$ cat src/rtl/core/btok_pkg.sv
// ----------------------------------------------------------------------------
// Token scanner package
// Shared types, token codes, character codes and the keyword table.
// ----------------------------------------------------------------------------
package btok_pkg;

   // Longest string the scanner counts, and the cap of its length counter.
   localparam int MAX_TEXT   = 256;
   localparam int STR_LEN_W  = 9;
   localparam int STR_CAP    = ((MAX_TEXT - 1) < 511) ? (MAX_TEXT - 1) : 511;

   localparam int VALUE_W    = 31;
   localparam logic [VALUE_W-1:0] NUM_MAX = {VALUE_W{1'b1}};

   // Depth of the record queue between the front and the back.
   localparam int QUEUE_DEPTH = 4;
   localparam int QPTR_W      = $clog2(QUEUE_DEPTH);
   localparam int QCNT_W      = $clog2(QUEUE_DEPTH + 1);

   // Word buffer and keyword table.
   localparam int WORD_CHARS  = 6;
   localparam int KW_COUNT    = 12;
   localparam logic [2:0] WORD_TOO_LONG = 3'd7;

   typedef enum logic [2:0] {
      MODE_IDLE,
      MODE_LT,
      MODE_GT,
      MODE_WORD,
      MODE_NUM,
      MODE_STR
   } scan_mode_type;

   typedef enum logic [4:0] {
      TK_EOL    = 5'd0,
      TK_IDENT  = 5'd1,
      TK_INT    = 5'd2,
      TK_STREND = 5'd3,
      TK_STRCH  = 5'd4,
      TK_PRINT  = 5'd5,
      TK_GT     = 5'd17,
      TK_GE     = 5'd18,
      TK_LT     = 5'd19,
      TK_LE     = 5'd20,
      TK_EQ     = 5'd21,
      TK_NE     = 5'd22,
      TK_PLUS   = 5'd23,
      TK_MINUS  = 5'd24,
      TK_MUL    = 5'd25,
      TK_DIV    = 5'd26,
      TK_LPAREN = 5'd27,
      TK_RPAREN = 5'd28,
      TK_COMMA  = 5'd29,
      TK_ERROR  = 5'd30
   } token_code_type;

   // Source characters with a meaning of their own.
   localparam logic [7:0] CH_TAB    = 8'h09;
   localparam logic [7:0] CH_NL     = 8'h0A;
   localparam logic [7:0] CH_SPACE  = 8'h20;
   localparam logic [7:0] CH_QUOTE  = 8'h22;
   localparam logic [7:0] CH_LPAREN = 8'h28;
   localparam logic [7:0] CH_RPAREN = 8'h29;
   localparam logic [7:0] CH_STAR   = 8'h2A;
   localparam logic [7:0] CH_PLUS   = 8'h2B;
   localparam logic [7:0] CH_COMMA  = 8'h2C;
   localparam logic [7:0] CH_MINUS  = 8'h2D;
   localparam logic [7:0] CH_SLASH  = 8'h2F;
   localparam logic [7:0] CH_ZERO   = 8'h30;
   localparam logic [7:0] CH_LESS   = 8'h3C;
   localparam logic [7:0] CH_EQUAL  = 8'h3D;
   localparam logic [7:0] CH_GREAT  = 8'h3E;
   localparam logic [7:0] CH_UPPER_A = 8'h41;
   localparam logic [7:0] CASE_GAP  = 8'h20;

   // Keywords, left aligned and padded with zero bytes; codes count up from TK_PRINT.
   localparam logic [8*WORD_CHARS-1:0] KW_TEXT [KW_COUNT] = '{
      {"PRINT", 8'h00}, {"IF", 32'h0}, {"THEN", 16'h0}, {"GOTO", 16'h0},
      {"INPUT", 8'h00}, {"LET", 24'h0}, {"GOSUB", 8'h00}, {"RETURN"},
      {"CLEAR", 8'h00}, {"LIST", 16'h0}, {"RUN", 24'h0}, {"END", 24'h0}
   };
   localparam logic [2:0] KW_LEN [KW_COUNT] = '{
      3'd5, 3'd2, 3'd4, 3'd4, 3'd5, 3'd3, 3'd5, 3'd6, 3'd5, 3'd4, 3'd3, 3'd3
   };

   typedef struct packed {
      logic [4:0]         code;
      logic [VALUE_W-1:0] value;
      logic               overflow;
   } scan_token_type;

   // Everything one source byte produces: one token, or two when 'two' is set.
   typedef struct packed {
      logic           two;
      scan_token_type tok_a;
      scan_token_type tok_b;
   } record_type;

   typedef struct packed {
      logic full;
      logic empty;
   } queue_status_type;

endpackage

$ cat src/rtl/core/basic_token_scanner_unit.sv
// ----------------------------------------------------------------------------
// Tiny BASIC token scanner
// Turns source bytes into tokens, one byte per cycle while req_full is low.
// ----------------------------------------------------------------------------
// Usage. Source bytes are written like pushes into a queue: req_ch is taken
// at a rising edge with req_push high and req_full low. Tokens are read like
// pops from a queue: while rsp_empty is low the oldest token sits on the
// rsp_ ports and it is taken at an edge with rsp_pop high. A byte gives no,
// one or two tokens; rsp_last marks the last token due to a byte.
// A byte is taken and its record written into the queue at the same edge;
// its first token moves into the output register that drives the rsp_ ports
// once the record is at the queue head and that register is free. Words,
// numbers and '<' or '>' are completed only by the byte that follows them.
// Throughput: one byte per cycle while req_full is low; the output side
// gives one token per cycle while rsp_pop is held, so bytes that give two
// tokens lower the sustained rate to match. Scanner state updates on each
// accepted byte; a four-record queue decouples it from the output register.
// Stalls: when the reader holds off, records pile up in the queue and
// req_full rises once it holds four records. Reset clears the scan state,
// the queue and the output register; no token is pending after reset.
// ----------------------------------------------------------------------------
module basic_token_scanner_unit (
   input  logic        clock,
   input  logic        reset,
   input  logic        req_push,
   output logic        req_full,
   input  logic [7:0]  req_ch,
   output logic        rsp_empty,
   input  logic        rsp_pop,
   output logic [4:0]  rsp_token_code,
   output logic [30:0] rsp_token_value,
   output logic        rsp_overflow,
   output logic        rsp_last
);

   logic                           accept;
   logic                           rec_valid;
   btok_pkg::record_type           rec;
   btok_pkg::record_type           head_rec;
   btok_pkg::queue_status_type     q_status;
   logic                           q_pop;
   logic                           out_valid;
   btok_pkg::scan_token_type       out_tok;

   // A byte is taken whenever the queue has room for its record.
   assign req_full = q_status.full;
   assign accept   = req_push && !q_status.full;

   btok_front u_front (
      .clock     (clock),
      .reset     (reset),
      .accept    (accept),
      .ch        (req_ch),
      .rec_valid (rec_valid),
      .rec       (rec)
   );

   // Only bytes that produced at least one token leave a record behind.
   btok_queue u_queue (
      .clock    (clock),
      .reset    (reset),
      .push     (accept && rec_valid),
      .push_rec (rec),
      .pop      (q_pop),
      .head_rec (head_rec),
      .status   (q_status)
   );

   btok_back u_back (
      .clock     (clock),
      .reset     (reset),
      .head_rec  (head_rec),
      .q_status  (q_status),
      .q_pop     (q_pop),
      .out_pop   (rsp_pop),
      .out_valid (out_valid),
      .out_tok   (out_tok),
      .out_last  (rsp_last)
   );

   assign rsp_empty       = !out_valid;
   assign rsp_token_code  = out_tok.code;
   assign rsp_token_value = out_tok.value;
   assign rsp_overflow    = out_tok.overflow;

`ifndef SYNTHESIS
   // Output register refills at once when a token is taken and records wait.
   a_refill : assert property (@(posedge clock) disable iff (reset)
      (rsp_pop && !rsp_empty && !q_status.empty) |=> !rsp_empty)
      else $error("output register not refilled from waiting record");

   // A token that is not the last of its byte leaves its record queued.
   a_pair_held : assert property (@(posedge clock) disable iff (reset)
      (!rsp_empty && !rsp_last) |-> !q_status.empty)
      else $error("second token of a record lost");

   // Reset leaves no token on the output.
   a_reset_empty : assert property (@(posedge clock)
      reset |=> rsp_empty)
      else $error("token present after reset");
`endif

endmodule

$ cat src/rtl/core/btok_front.sv
// ----------------------------------------------------------------------------
// Token scanner front
// Takes one source byte per cycle while accept is high, tracks the scan state
// and builds the token record for that byte.
// ----------------------------------------------------------------------------
module btok_front (
   input  logic                   clock,
   input  logic                   reset,
   input  logic                   accept,
   input  logic [7:0]             ch,
   output logic                   rec_valid,
   output btok_pkg::record_type   rec
);

   btok_pkg::scan_mode_type mode_ff, mode_in;
   logic [7:0]  word_chars_ff [btok_pkg::WORD_CHARS];
   logic [2:0]  len_ff, len_in;
   logic [4:0]  first_ff, first_in;
   logic [btok_pkg::VALUE_W-1:0]   acc_ff, acc_in;
   logic        sat_ff, sat_in;
   logic [btok_pkg::STR_LEN_W-1:0] strlen_ff, strlen_in;

   logic        wr_en;
   logic [2:0]  wr_idx;
   logic        is_alpha, is_digit;
   logic [7:0]  upper_c;
   logic [4:0]  first_c;
   logic [34:0] num_next;
   logic        kw_hit;
   logic [3:0]  kw_idx;
   logic        again;
   logic        e_valid, s_valid;
   btok_pkg::scan_token_type e_tok, s_tok, word_tok;

   assign is_alpha = (ch inside {["A":"Z"], ["a":"z"]});
   assign is_digit = (ch inside {["0":"9"]});
   assign upper_c  = (ch inside {["a":"z"]}) ? (ch - btok_pkg::CASE_GAP) : ch;
   assign first_c  = 5'(upper_c - btok_pkg::CH_UPPER_A);
   // acc * 10 + digit, as two shifted copies and the digit.
   assign num_next = {1'b0, acc_ff, 3'b000} + {3'b000, acc_ff, 1'b0}
                   + {27'd0, ch - btok_pkg::CH_ZERO};

   // Keyword match: all twelve entries compared in parallel.
   always_comb begin
      logic same;
      kw_hit = 1'b0;
      kw_idx = '0;
      for (int k = btok_pkg::KW_COUNT - 1; k >= 0; k--) begin
         same = (len_ff == btok_pkg::KW_LEN[k]);
         for (int m = 0; m < btok_pkg::WORD_CHARS; m++) begin
            if (3'(m) < btok_pkg::KW_LEN[k] &&
                word_chars_ff[m] != btok_pkg::KW_TEXT[k][8*(btok_pkg::WORD_CHARS-m)-1 -: 8])
               same = 1'b0;
         end
         if (same) begin
            kw_hit = 1'b1;
            kw_idx = 4'(k);
         end
      end
   end

   always_comb begin
      word_tok.overflow = 1'b0;
      if (kw_hit) begin
         word_tok.code  = 5'(btok_pkg::TK_PRINT) + 5'(kw_idx);
         word_tok.value = '0;
      end else begin
         word_tok.code  = btok_pkg::TK_IDENT;
         word_tok.value = btok_pkg::VALUE_W'(first_ff);
      end
   end

   always_comb begin
      mode_in   = mode_ff;
      len_in    = len_ff;
      first_in  = first_ff;
      acc_in    = acc_ff;
      sat_in    = sat_ff;
      strlen_in = strlen_ff;
      wr_en     = 1'b0;
      wr_idx    = len_ff;
      again     = 1'b0;
      e_valid   = 1'b0;
      e_tok     = '0;
      s_valid   = 1'b0;
      s_tok     = '0;

      case (mode_ff)
         btok_pkg::MODE_LT: begin
            mode_in = btok_pkg::MODE_IDLE;
            e_valid = 1'b1;
            if (ch == btok_pkg::CH_EQUAL) begin
               e_tok.code = btok_pkg::TK_LE;
            end else if (ch == btok_pkg::CH_GREAT) begin
               e_tok.code = btok_pkg::TK_NE;
            end else begin
               e_tok.code = btok_pkg::TK_LT;
               again      = 1'b1;
            end
         end
         btok_pkg::MODE_GT: begin
            mode_in = btok_pkg::MODE_IDLE;
            e_valid = 1'b1;
            if (ch == btok_pkg::CH_EQUAL) begin
               e_tok.code = btok_pkg::TK_GE;
            end else begin
               e_tok.code = btok_pkg::TK_GT;
               again      = 1'b1;
            end
         end
         btok_pkg::MODE_WORD: begin
            if (is_alpha || is_digit) begin
               if (len_ff < 3'(btok_pkg::WORD_CHARS)) begin
                  wr_en  = 1'b1;
                  len_in = len_ff + 3'd1;
               end else begin
                  len_in = btok_pkg::WORD_TOO_LONG;
               end
            end else begin
               e_valid = 1'b1;
               e_tok   = word_tok;
               mode_in = btok_pkg::MODE_IDLE;
               again   = 1'b1;
            end
         end
         btok_pkg::MODE_NUM: begin
            if (is_digit) begin
               if (num_next > 35'(btok_pkg::NUM_MAX)) begin
                  acc_in = btok_pkg::NUM_MAX;
                  sat_in = 1'b1;
               end else begin
                  acc_in = num_next[btok_pkg::VALUE_W-1:0];
               end
            end else begin
               e_valid        = 1'b1;
               e_tok.code     = btok_pkg::TK_INT;
               e_tok.value    = acc_ff;
               e_tok.overflow = sat_ff;
               mode_in        = btok_pkg::MODE_IDLE;
               again          = 1'b1;
            end
         end
         btok_pkg::MODE_STR: begin
            e_valid = 1'b1;
            if (ch == btok_pkg::CH_QUOTE) begin
               e_tok.code  = btok_pkg::TK_STREND;
               e_tok.value = btok_pkg::VALUE_W'(strlen_ff);
               mode_in     = btok_pkg::MODE_IDLE;
            end else if (ch == btok_pkg::CH_NL) begin
               // Unterminated string: error with the length, then end of line.
               e_tok.code  = btok_pkg::TK_ERROR;
               e_tok.value = btok_pkg::VALUE_W'(strlen_ff);
               s_valid     = 1'b1;
               s_tok.code  = btok_pkg::TK_EOL;
               mode_in     = btok_pkg::MODE_IDLE;
            end else begin
               e_tok.code  = btok_pkg::TK_STRCH;
               e_tok.value = btok_pkg::VALUE_W'(ch);
               if (strlen_ff < btok_pkg::STR_LEN_W'(btok_pkg::STR_CAP))
                  strlen_in = strlen_ff + 1'b1;
            end
         end
         default: begin
            mode_in = btok_pkg::MODE_IDLE;
            again   = 1'b1;
         end
      endcase

      // The byte starts a new token (again after ending a pending one).
      if (again) begin
         case (ch)
            btok_pkg::CH_SPACE, btok_pkg::CH_TAB: begin
            end
            btok_pkg::CH_NL: begin
               s_valid    = 1'b1;
               s_tok.code = btok_pkg::TK_EOL;
            end
            btok_pkg::CH_LESS:  mode_in = btok_pkg::MODE_LT;
            btok_pkg::CH_GREAT: mode_in = btok_pkg::MODE_GT;
            btok_pkg::CH_EQUAL: begin
               s_valid    = 1'b1;
               s_tok.code = btok_pkg::TK_EQ;
            end
            btok_pkg::CH_PLUS: begin
               s_valid    = 1'b1;
               s_tok.code = btok_pkg::TK_PLUS;
            end
            btok_pkg::CH_MINUS: begin
               s_valid    = 1'b1;
               s_tok.code = btok_pkg::TK_MINUS;
            end
            btok_pkg::CH_STAR: begin
               s_valid    = 1'b1;
               s_tok.code = btok_pkg::TK_MUL;
            end
            btok_pkg::CH_SLASH: begin
               s_valid    = 1'b1;
               s_tok.code = btok_pkg::TK_DIV;
            end
            btok_pkg::CH_LPAREN: begin
               s_valid    = 1'b1;
               s_tok.code = btok_pkg::TK_LPAREN;
            end
            btok_pkg::CH_RPAREN: begin
               s_valid    = 1'b1;
               s_tok.code = btok_pkg::TK_RPAREN;
            end
            btok_pkg::CH_COMMA: begin
               s_valid    = 1'b1;
               s_tok.code = btok_pkg::TK_COMMA;
            end
            btok_pkg::CH_QUOTE: begin
               mode_in   = btok_pkg::MODE_STR;
               strlen_in = '0;
            end
            default: begin
               if (is_alpha) begin
                  mode_in  = btok_pkg::MODE_WORD;
                  wr_en    = 1'b1;
                  wr_idx   = 3'd0;
                  len_in   = 3'd1;
                  first_in = first_c;
               end else if (is_digit) begin
                  mode_in = btok_pkg::MODE_NUM;
                  acc_in  = btok_pkg::VALUE_W'(ch - btok_pkg::CH_ZERO);
                  sat_in  = 1'b0;
               end else begin
                  s_valid     = 1'b1;
                  s_tok.code  = btok_pkg::TK_ERROR;
                  s_tok.value = btok_pkg::VALUE_W'(ch);
               end
            end
         endcase
      end
   end

   // Pack the emitted tokens in order of emission.
   always_comb begin
      rec       = '0;
      rec_valid = e_valid || s_valid;
      if (e_valid) begin
         rec.tok_a = e_tok;
         rec.tok_b = s_tok;
         rec.two   = s_valid;
      end else begin
         rec.tok_a = s_tok;
      end
   end

   always_ff @(posedge clock) begin
      if (reset) begin
         mode_ff   <= btok_pkg::MODE_IDLE;
         len_ff    <= '0;
         first_ff  <= '0;
         acc_ff    <= '0;
         sat_ff    <= 1'b0;
         strlen_ff <= '0;
      end else if (accept) begin
         mode_ff   <= mode_in;
         len_ff    <= len_in;
         first_ff  <= first_in;
         acc_ff    <= acc_in;
         sat_ff    <= sat_in;
         strlen_ff <= strlen_in;
      end
   end

   always_ff @(posedge clock) begin
      for (int i = 0; i < btok_pkg::WORD_CHARS; i++) begin
         if (accept && wr_en && wr_idx == 3'(i))
            word_chars_ff[i] <= upper_c;
      end
   end

endmodule

$ cat src/rtl/core/btok_queue.sv
// ----------------------------------------------------------------------------
// Token scanner record queue
// Short first-in first-out queue of token records between front and back.
// ----------------------------------------------------------------------------
module btok_queue (
   input  logic                           clock,
   input  logic                           reset,
   input  logic                           push,
   input  btok_pkg::record_type           push_rec,
   input  logic                           pop,
   output btok_pkg::record_type           head_rec,
   output btok_pkg::queue_status_type     status
);

   btok_pkg::record_type entries_ff [btok_pkg::QUEUE_DEPTH];
   logic [btok_pkg::QPTR_W-1:0] rd_ptr_ff, rd_ptr_in;
   logic [btok_pkg::QPTR_W-1:0] wr_ptr_ff, wr_ptr_in;
   logic [btok_pkg::QCNT_W-1:0] count_ff, count_in;

   assign status.full  = (count_ff == btok_pkg::QCNT_W'(btok_pkg::QUEUE_DEPTH));
   assign status.empty = (count_ff == '0);
   assign head_rec     = entries_ff[rd_ptr_ff];

   // Pointers wrap by overflow, the depth being a power of two.
   always_comb begin
      rd_ptr_in = rd_ptr_ff;
      wr_ptr_in = wr_ptr_ff;
      count_in  = count_ff;
      if (push) begin
         wr_ptr_in = wr_ptr_ff + 1'b1;
      end
      if (pop) begin
         rd_ptr_in = rd_ptr_ff + 1'b1;
      end
      if (push && !pop) begin
         count_in = count_ff + 1'b1;
      end else if (pop && !push) begin
         count_in = count_ff - 1'b1;
      end
   end

   always_ff @(posedge clock) begin
      if (reset) begin
         rd_ptr_ff <= '0;
         wr_ptr_ff <= '0;
         count_ff  <= '0;
      end else begin
         rd_ptr_ff <= rd_ptr_in;
         wr_ptr_ff <= wr_ptr_in;
         count_ff  <= count_in;
      end
   end

   always_ff @(posedge clock) begin
      if (push)
         entries_ff[wr_ptr_ff] <= push_rec;
   end

endmodule

$ cat src/rtl/core/btok_back.sv
// ----------------------------------------------------------------------------
// Token scanner back
// Splits queued records into single tokens and holds the output register.
// ----------------------------------------------------------------------------
module btok_back (
   input  logic                           clock,
   input  logic                           reset,
   input  btok_pkg::record_type           head_rec,
   input  btok_pkg::queue_status_type     q_status,
   output logic                           q_pop,
   input  logic                           out_pop,
   output logic                           out_valid,
   output btok_pkg::scan_token_type       out_tok,
   output logic                           out_last
);

   logic                     sel_ff, sel_in;
   logic                     valid_ff, valid_in;
   btok_pkg::scan_token_type tok_ff, tok_in;
   logic                     last_ff, last_in;
   logic                     load, take;

   assign load = !valid_ff || out_pop;
   assign take = load && !q_status.empty;

   always_comb begin
      sel_in   = sel_ff;
      valid_in = valid_ff;
      tok_in   = tok_ff;
      last_in  = last_ff;
      q_pop    = 1'b0;
      if (load) begin
         valid_in = !q_status.empty;
      end
      if (take) begin
         tok_in  = sel_ff ? head_rec.tok_b : head_rec.tok_a;
         last_in = !(head_rec.two && !sel_ff);
         sel_in  = head_rec.two && !sel_ff;
         q_pop   = !(head_rec.two && !sel_ff);
      end
   end

   always_ff @(posedge clock) begin
      if (reset) begin
         sel_ff   <= 1'b0;
         valid_ff <= 1'b0;
      end else begin
         sel_ff   <= sel_in;
         valid_ff <= valid_in;
      end
   end

   always_ff @(posedge clock) begin
      tok_ff  <= tok_in;
      last_ff <= last_in;
   end

   assign out_valid = valid_ff;
   assign out_tok   = tok_ff;
   assign out_last  = last_ff;

endmodule

$ cat config.mk
export PLATFORM = sky130hd
export DESIGN_NAME = basic_token_scanner_unit
export DESIGN_NICKNAME = d
export VERILOG_FILES = /design/src/rtl/core/btok_pkg.sv /design/src/rtl/core/basic_token_scanner_unit.sv /design/src/rtl/core/btok_front.sv /design/src/rtl/core/btok_queue.sv /design/src/rtl/core/btok_back.sv
export SDC_FILE = /design/constraint.sdc
export NUM_CORES = 1
export LEC_CHECK = 0
export ABC_CLOCK_PERIOD_IN_PS = 8800
export BUFFER_PORTS_ARGS = -buffer_cell sky130_fd_sc_hd__clkbuf_2
export CAP_MARGIN = 15
export CORE_ASPECT_RATIO = 1.2
export CORE_MARGIN = 2
export CORE_UTILIZATION = 27
export CTS_CLUSTER_SIZE = 30
export DETAILED_ROUTE_END_ITERATION = 12
export PLACE_DENSITY = 0.44
export REMOVE_ABC_BUFFERS = 1
export SYNTH_ARGS = -nofsm -noshare
export SYNTH_HDL_FRONTEND = slang
export SYNTH_SLANG_ARGS = --single-unit
$ cat constraint.sdc
create_clock -name clock -period 8.8 [get_ports clock]
set_clock_uncertainty 0.05 [all_clocks]
set_input_delay 2.64 -clock clock [delete_from_list [all_inputs] [get_ports clock]]
set_output_delay 2.64 -clock clock [all_outputs]
set_load 0.01 [all_outputs]
==> results of run 1 <==
[final timing paths]
check / startpoint / endpoint / slack (ns)
worst max-delay path: req_ch[5] / flop / 1.97
worst min-delay path: u_front.first_ff[2] / u_front.first_ff[2] / 0.45
worst max register to register: u_front.acc_ff[5] / flop / 4.63
worst min register to register: u_front.first_ff[2] / u_front.first_ff[2] / 0.45
[kinds of logic after synthesis]
family / Yosys count / share of synthesized area, %
flip-flops: 353 / 55.2
multiplexers: 71 / 7.56
AO/OA/AOI/OAI: 333 / 12.8
buffers and inverters: 130 / 2.93
XOR/XNOR: 41 / 1.99
AND/OR/NAND/NOR: 436 / 13.0
adder cells (fa/ha/maj): 90 / 6.53
[synth_stat cells (all sizes together), types with 9 or more instances]
master    n  area share (%)
o21ai    51             1.4
o21a     14            0.58
a31oi    10            0.35
and3     26            0.90
xor2     15            0.73
clkbuf   57             1.2
mux4     51             6.4
mux2     14            0.87
and2     18            0.62
nand2b   14            0.48
a221oi   18            0.87
a211oi   29             1.2
or3      10            0.37
a21o     10            0.42
nand4    18            0.62
nor3     39             1.2
nor2b    34             1.2
xnor2    26             1.3
edfxtp  290              48
nor2     98             2.1
buf      23            0.71
inv      49             1.0
nand3    28            0.78
a221o     9            0.50
nor3b     9            0.40
o211ai   13            0.64
nor4     21            0.80
nand2    83             1.7
ha       83             5.7
dfxtp    63             7.0
a21oi    97             2.8
[cell usage in the layout, fill, tap and decap left out, types with 10 or more instances in the layout]
| master | n |
|---|---|
| and2_1 | 14 |
| nand2b_1 | 14 |
| nand4_1 | 18 |
| ha_1 | 83 |
| a21oi_1 | 93 |
| edfxtp_1 | 290 |
| nand3_1 | 28 |
| clkbuf_16 | 39 |
| buf_4 | 22 |
| a221oi_1 | 18 |
| a211oi_1 | 28 |
| a21o_1 | 10 |
| clkinv_2 | 12 |
| nor4_1 | 19 |
| mux4_2 | 51 |
| clkbuf_2 | 51 |
| o211ai_1 | 11 |
| dfxtp_1 | 60 |
| and3_1 | 26 |
| inv_1 | 49 |
| nor2_1 | 97 |
| xor2_1 | 15 |
| a31oi_1 | 10 |
| xnor2_1 | 26 |
| mux2_2 | 14 |
| o21a_1 | 14 |
| o21ai_0 | 47 |
| nand2_1 | 83 |
| nor3_1 | 36 |
| nor2b_1 | 34 |
[layer usage]
metal / GRT usage (%) / up-vias
li1: - / 5729
met1: 18.8 / 6084
met5: 0 / -
met3: 2.14 / 78
met4: 4.49 / 0
met2: 24.1 / 260
[registers in the layout, indices dropped and copies added, names as in the netlist, named ones only]
| name | count |
|---|---|
| u_back.out_last | 1 |
| u_back.out_tok | 37 |
| u_back.out_valid | 1 |
| u_back.sel_ff | 1 |
| u_front.acc_ff | 26 |
| u_front.first_ff | 5 |
| u_front.len_ff | 3 |
| u_front.mode_ff | 3 |
| u_front.sat_ff | 1 |
| u_front.strlen_ff | 9 |
| u_front.word_chars_ff | 48 |
| u_queue.count_ff | 3 |
| u_queue.entries_ff | 204 |
| u_queue.rd_ptr_ff | 2 |
| u_queue.wr_ptr_ff | 2 |
[power by group through the flow]
stage	clock network [mW]	logic, mW	registers (mW)
global route	1.74	1.43	2.35
floorplan	0	0.789	2.39
global placement	0	1.31	2.35
detailed placement	0	1.32	2.36
CTS	1.68	1.32	2.32
finish	1.63	1.29	2.31
[cell type report]
cell class / instances / area (sq um)
Clock buffer: 42 / 987
Clock inverter: 30 / 282
Fill cell: 6786 / 45400
Inverter: 50 / 188
Multi-Input combinational cell: 971 / 7590
Sequential cell: 353 / 9980
Tap cell: 892 / 1120
Timing Repair Buffer: 76 / 480
[worst min-delay path, stage by stage, from the launching register on]
cell and delay [ns]:
dfxtp_1 0.31, nor2_1 0.09, a211oi_1 0.05
==> flow_summary_export.csv, run 1 <==
group,metric,value,unit
drt,route.met3.wl,2040,um
finish,fin_nets,1593,
synthesis,synth-edff-count,290,
flow_run,maxCapViolCount,0,
synthesis,syn_inst,1454,
critical_path,critPathSlowestCell,"ha_1",
timing,hold_viol,0,
drt,dr.max_layer_used,"met4",
timing,slew_headroom,29.7,%
timing,worst_pin_slew,1.05,ns
clock_network,root_buffer,"clkbuf_16",
drt,wl_per_cell,20.2,um
timing,whs,0.452,ns
drt,vias,12151,
place,place_hpwl,33300,um
place,dp.cells,2342,
critical_path,critPathKind,"input port to flop",
clock_network,clk_latency,0.58,ns
power,p_clk_share,31.2,%
status,run_status,"complete, no violations",
critical_path,path_delay_family,"compound AO/OA/AOI/OAI gates",
power,power.density,254,nW/um^2
drt,via_per_inst,5.03,
clock_network,postCtsHoldBufs,0,
drt,drtIter0Drc,891,
critical_path,worstPathMaxFanout,18,
finish,utilization,31.3,%
power,p_leak,7.08,nW
synthesis,synth_cell_types,90,
power,swShare,31.3,%
place,port_buffers,51,
timing,period_share,77.6,%
critical_path,cp_data_arrival_time,7.19,ns
clock_network,cts_made_buffers,39,
clock_network,cts_tree,"built",
finish,instances_no_fill,2414,
synthesis,yosysWarnings,0,
critical_path,critPathMaxStageDelay,0.68,ns
clock_network,postCtsSetupRepairBufs,0,
floorplan,dieArea,69000,sq um
global_routing,antenna_found_initial,0,
floorplan,dieHeight,287,um
critical_path,path_cells,"clkbuf_2, ha_1, xor2_1, fa_1, inv_1, ha_1, o211ai_1, o21ai_0, a21oi_1, o21ai_0, a31oi_1, mux2i_1, a2111oi_4, buf_4, a41oi_1",
clock_network,cts.path.max_buffers,3,
global_routing,grt_overflow_total,0,
worst_hold_path,worstHoldPathCells,2,
critical_path,start_kind,"input port",
synthesis,syn_area,18100,sq um
finish,antenna_cells,0,
drt,drc,0,
power,power,5.24,mW
floorplan,num_rows,103,
global_routing,grt_pass1_vias,12546,
clock_network,cts.sinks,353,
finish,areaGrowthSynthToFinish,14.2,%
place,place_ws,1.39,ns
clock_network,htreeDepth,2,
power,switchingPower,1.64,mW
synthesis,synth-main-ff-cell,"edfxtp_1",
drt,drt_wl_total,48700,um
power,max-vdd-ir-drop,0.000126,V
floorplan,fp.dieW,240,um
clock_network,path_clk_slew,0.06,ns
synthesis,syn_area_per_cell,12.4,sq um
clock_network,cts_resized,0,
worst_hold_path,hp-class,"flop to flop",
drt,wl_met1,22000,um
timing,slew_violations,0,
power,pwr-share-seq,44.2,%
global_routing,grt_max_degree,52,
synthesis,ys_async_sr_fraction,0,%
critical_path,r2r_cells,13,
floorplan,core-area,66000,sq um
timing,rsz0062_at_grt,"false",
timing,setup_viol,0,
critical_path,crit_path_end_kind,"flop",
timing,fin_ws,1.97,ns
synthesis,ys_seq_elements,353,
drt,antenna_left,0,
power,p_comb_share,24.6,%
global_routing,globalRouteTotalUtil,14.3,%
critical_path,path_depth,15,
power,internal-power,3.60,mW
floorplan,start_util,27.4,%
place,gp_congestion,0.842,
critical_path,cp.required,9.15,ns
drt,dr.pass1.iters,5,
timing,period_minus_slack,6.83,ns
critical_path,cp.buffers_inverters,3,
place,dpl_cell_area,19400,sq um
drt,wl_met2,23500,um
floorplan,pin_count,52,
timing,max_clock_freq,146,MHz
synthesis,ys_seq_area_share,55.2,%
global_routing,grt_pass1_wl,75700,um
timing,fin_setup_tns,0,ns
finish,final_area,20600,sq um
finish,drive_above_1_share,15.9,%
No activity file was read; power rests on OpenSTA's default activity.
==> run 2: changes to the inputs <==
--- a/config.mk
+++ b/config.mk
@@ -5,7 +5,8 @@
 export SDC_FILE = /design/constraint.sdc
 export NUM_CORES = 1
 export LEC_CHECK = 0
-export ABC_CLOCK_PERIOD_IN_PS = 8800
+export ABC_AREA = 1
+export ABC_CLOCK_PERIOD_IN_PS = 6250
 export BUFFER_PORTS_ARGS = -buffer_cell sky130_fd_sc_hd__clkbuf_2
 export CAP_MARGIN = 15
 export CORE_ASPECT_RATIO = 1.2
@@ -13,7 +14,7 @@
 export CORE_UTILIZATION = 27
 export CTS_CLUSTER_SIZE = 30
 export DETAILED_ROUTE_END_ITERATION = 12
-export PLACE_DENSITY = 0.44
+export PLACE_DENSITY = 0.45
 export REMOVE_ABC_BUFFERS = 1
 export SYNTH_ARGS = -nofsm -noshare
 export SYNTH_HDL_FRONTEND = slang
==> constraint.sdc (replaced) <==
create_clock -name clock -period 6.25 [get_ports clock]
set_clock_uncertainty 0.05 [all_clocks]
set_input_delay 1.875 -clock clock [delete_from_list [all_inputs] [get_ports clock]]
set_output_delay 1.875 -clock clock [all_outputs]
set_load 0.01 [all_outputs]
==> run 2 against run 1 <==
Net effect:
- clock-buffer cell count increased by 8
- cell count increased by 40%
- critical path type unchanged
- sequential cell count unchanged
- routed wire length increased by 17%
- global-route usage increased by 1.1 points
- first-iteration DRC count decreased by 2.0%
- register-to-register slack got worse by 1.8 ns
- sequential power increased by 42%
- synthesized cell count increased by 63%
- sequential share of layout area decreased by 3.5 points
- combinational power increased by 90%
- die area increased by 8.1%
==> flow_summary_export.csv, run 2 <==
group,metric,value,unit
synthesis,synth_cell_types,49,
drt,via_per_inst,4.67,
finish,areaGrowthSynthToFinish,13.6,%
power,p_leak,9.18,nW
global_routing,globalRouteTotalUtil,15.3,%
synthesis,synth-main-ff-cell,"edfxtp_1",
flow_run,maxCapViolCount,0,
finish,largest_reg_flops,204,
critical_path,crit_path_end_kind,"flop",
synthesis,ys_seq_elements,353,
critical_path,worstPathMaxFanout,31,
drt,vias,15779,
timing,setup_viol,0,
floorplan,start_util,27.1,%
synthesis,syn_inst,2367,
clock_network,postCtsSetupRepairBufs,0,
clock_network,cts.path.max_buffers,3,
finish,instances_no_fill,3377,
critical_path,startpoint,"req_ch[6]",
clock_network,clk_latency,0.58,ns
floorplan,dieHeight,299,um
drt,drc,0,
global_routing,grt_pass1_vias,15832,
synthesis,synthAdderAreaFrac,6.03,%
synthesis,ys_async_sr_fraction,0,%
power,pwr-share-seq,41.2,%
critical_path,critPathMaxStageDelay,0.47,ns
timing,period_share,81.4,%
clock_network,cts.sinks,353,
timing,max_clock_freq,197,MHz
place,dpl_cell_area,21000,sq um
floorplan,pin_count,52,
timing,slew_headroom,42.0,%
place,port_buffers,51,
timing,worst_pin_slew,0.863,ns
drt,drtIter0Drc,873,
synthesis,synth_commonest_cells,"555 x nand2_1, 433 x nor2_1, 290 x edfxtp_1",
finish,multiInputGateArea,8330,sq um
critical_path,critPathKind,"input port to flop",
finish,drive_above_1_share,8.72,%
finish,layout_commonest_cell,"nand2_1",
critical_path,r2r_cells,18,
synthesis,synth_compound_area_share,9.89,%
worst_hold_path,hp-class,"flop to flop",
clock_network,root_buffer,"clkbuf_16",
critical_path,start_kind,"input port",
finish,final_area,22200,sq um
floorplan,fp.dieW,250,um
critical_path,r2r-end,"u_queue.count_ff[2]",
finish,final_cell_mix,"555 x nand2_1, 429 x nor2_1, 290 x edfxtp_1, 231 x inv_1, 163 x o21ai_0",
synthesis,ys_seq_area_share,51.0,%
power,power.density,358,nW/um^2
floorplan,num_rows,108,
timing,period_minus_slack,5.09,ns
power,p_clk_share,28.0,%
power,power,7.95,mW
synthesis,synth_top_area_cell,"edfxtp_1",
critical_path,crit_top_cell,"nand2_1",
synthesis,syn_area,19500,sq um
finish,fin_nets,2514,
critical_path,r2r_setup_slack,2.79,ns
drt,antenna_left,0,
drt,wl_per_cell,16.9,um
critical_path,cp_data_arrival_time,5.45,ns
synthesis,synth_xor_area_share,0.941,%
global_routing,antenna_found_initial,0,
clock_network,postCtsHoldBufs,0,
clock_network,cts_resized,0,
power,internal-power,5.08,mW
finish,top_register,"u_queue.entries_ff",
timing,rsz0062_at_grt,"false",
critical_path,reg2reg_from,"u_front.mode_ff[2]",
synthesis,synth-simple-area-share,25.5,%
clock_network,htreeDepth,2,
global_routing,grt_max_degree,81,
finish,antenna_cells,0,
clock_network,path_clk_slew,0.05,ns
timing,hold_viol,0,
clock_network,cts_tree,"built",
critical_path,critPathSlowestCell,"fa_1",
place,dp.cells,3307,
timing,slew_violations,0,
global_routing,grt_pass1_wl,90500,um
floorplan,dieArea,74600,sq um
synthesis,synth-edff-count,290,
status,run_status,"complete, no violations",
finish,seqCellArea,9970,sq um
synthesis,yosysWarnings,0,
power,switchingPower,2.87,mW
synthesis,synth_top_family_by_area,"simple AND/OR/NAND/NOR gates",
power,swShare,36.1,%
critical_path,cp.required,6.61,ns
synthesis,syn_area_per_cell,8.26,sq um
finish,fillers,7598,
global_routing,grt_overflow_total,0,
synthesis,synth_top_area_share,44.5,%
power,max-vdd-ir-drop,0.000173,V
floorplan,core-area,72000,sq um
place,place_hpwl,40700,um
drt,drt_wl_total,56900,um
power,p_comb_share,30.8,%
critical_path,setup.worst_path.end,"u_front.acc_ff[11]",
clock_network,cts_made_buffers,38,
place,gp_congestion,0.903,
synthesis,synthMuxAreaShare,0,%
synthesis,synth_area_leaders,"edfxtp_1 45%, nand2_1 11%, nor2_1 8.3%",
synthesis,yosysMostFrequentCell,"nand2_1",
drt,dr.pass1.iters,8,
-- run 2: cell count changes after synthesis, moves of 24 or more --
cell      change
inv_1       +183
a21oi_1      +26
o21ai_0     +116
and3_1       -24
nand3_1      +77
nor2b_1      -34
a211oi_1     -26
mux4_2       -51
nor2_1      +336
nand2_1     +472
-- run 2: stage by stage --
stage          TNS [ns]  utilization, %  hold slack, ns  setup slack [ns]
3_3_place_gp          0            29.1           0.398             0.660
6_report              0            30.8           0.410              1.16
2_1_floorplan    -19.19               -           0.383           -0.0940
4_1_cts               0            30.8           0.411              1.15
3_5_place_dp          0            29.1           0.402             0.574
5_1_grt               0            30.8           0.448             0.764
-- run 2: logic make-up (layout without fill, tap and decap cells) --
logic type      count (synthesis)  in the layout
simple gates                 1208           1208
compound gates                362            362
flops                         353            353
buf+inv                       333            408
fa+ha+maj                      90             90
xor+xnor                       21             21
-- run 2: per-layer routing --
layer | GRT usage (%) | up-vias | share of wire, %
li1 | - | 7945 | -
met1 | 19.7 | 7480 | 46
met2 | 27.0 | 272 | 49
met3 | 1.84 | 82 | 3.3
met4 | 4.66 | 0 | 2.5
met5 | 0 | - | 0
-- run 2: final cells by class --
cell class | instances | area share (%)
Sequential cell | 353 | 44.9
Multi-Input combinational cell | 1681 | 37.5
Tap cell | 935 | 5.27
Clock buffer | 50 | 4.76
Inverter | 251 | 4.25
Timing Repair Buffer | 87 | 2.48
Clock inverter | 20 | 0.795
-- run 2: power by group through the flow --
stage	clock network (mW)	logic, mW	registers, mW
global route	2.38	2.80	3.33
global placement	0	2.48	3.33
floorplan	0	1.47	3.40
finish	2.23	2.45	3.28
CTS	2.30	2.51	3.29
detailed placement	0	2.50	3.34
-- run 2: worst max-delay path, delay by kind of cell --
family          cells  cell delay [ns]
xor+xnor            1             0.26
fa+ha+maj           3             0.95
compound gates      2             0.18
simple gates       15             1.30
buf+inv             5             0.86
-- run 2: how the worst min path moves through the flow --
stage | from | to | cells after the start
2_1_floorplan | u_front.first_ff[3] | u_front.first_ff[3] | 2
3_3_place_gp | u_queue.rd_ptr_ff[1] | flop | 2
3_5_place_dp | u_queue.rd_ptr_ff[1] | flop | 2
4_1_cts | u_queue.rd_ptr_ff[1] | flop | 2
5_1_grt | flop | flop | 2
6_report | u_queue.rd_ptr_ff[1] | flop | 2
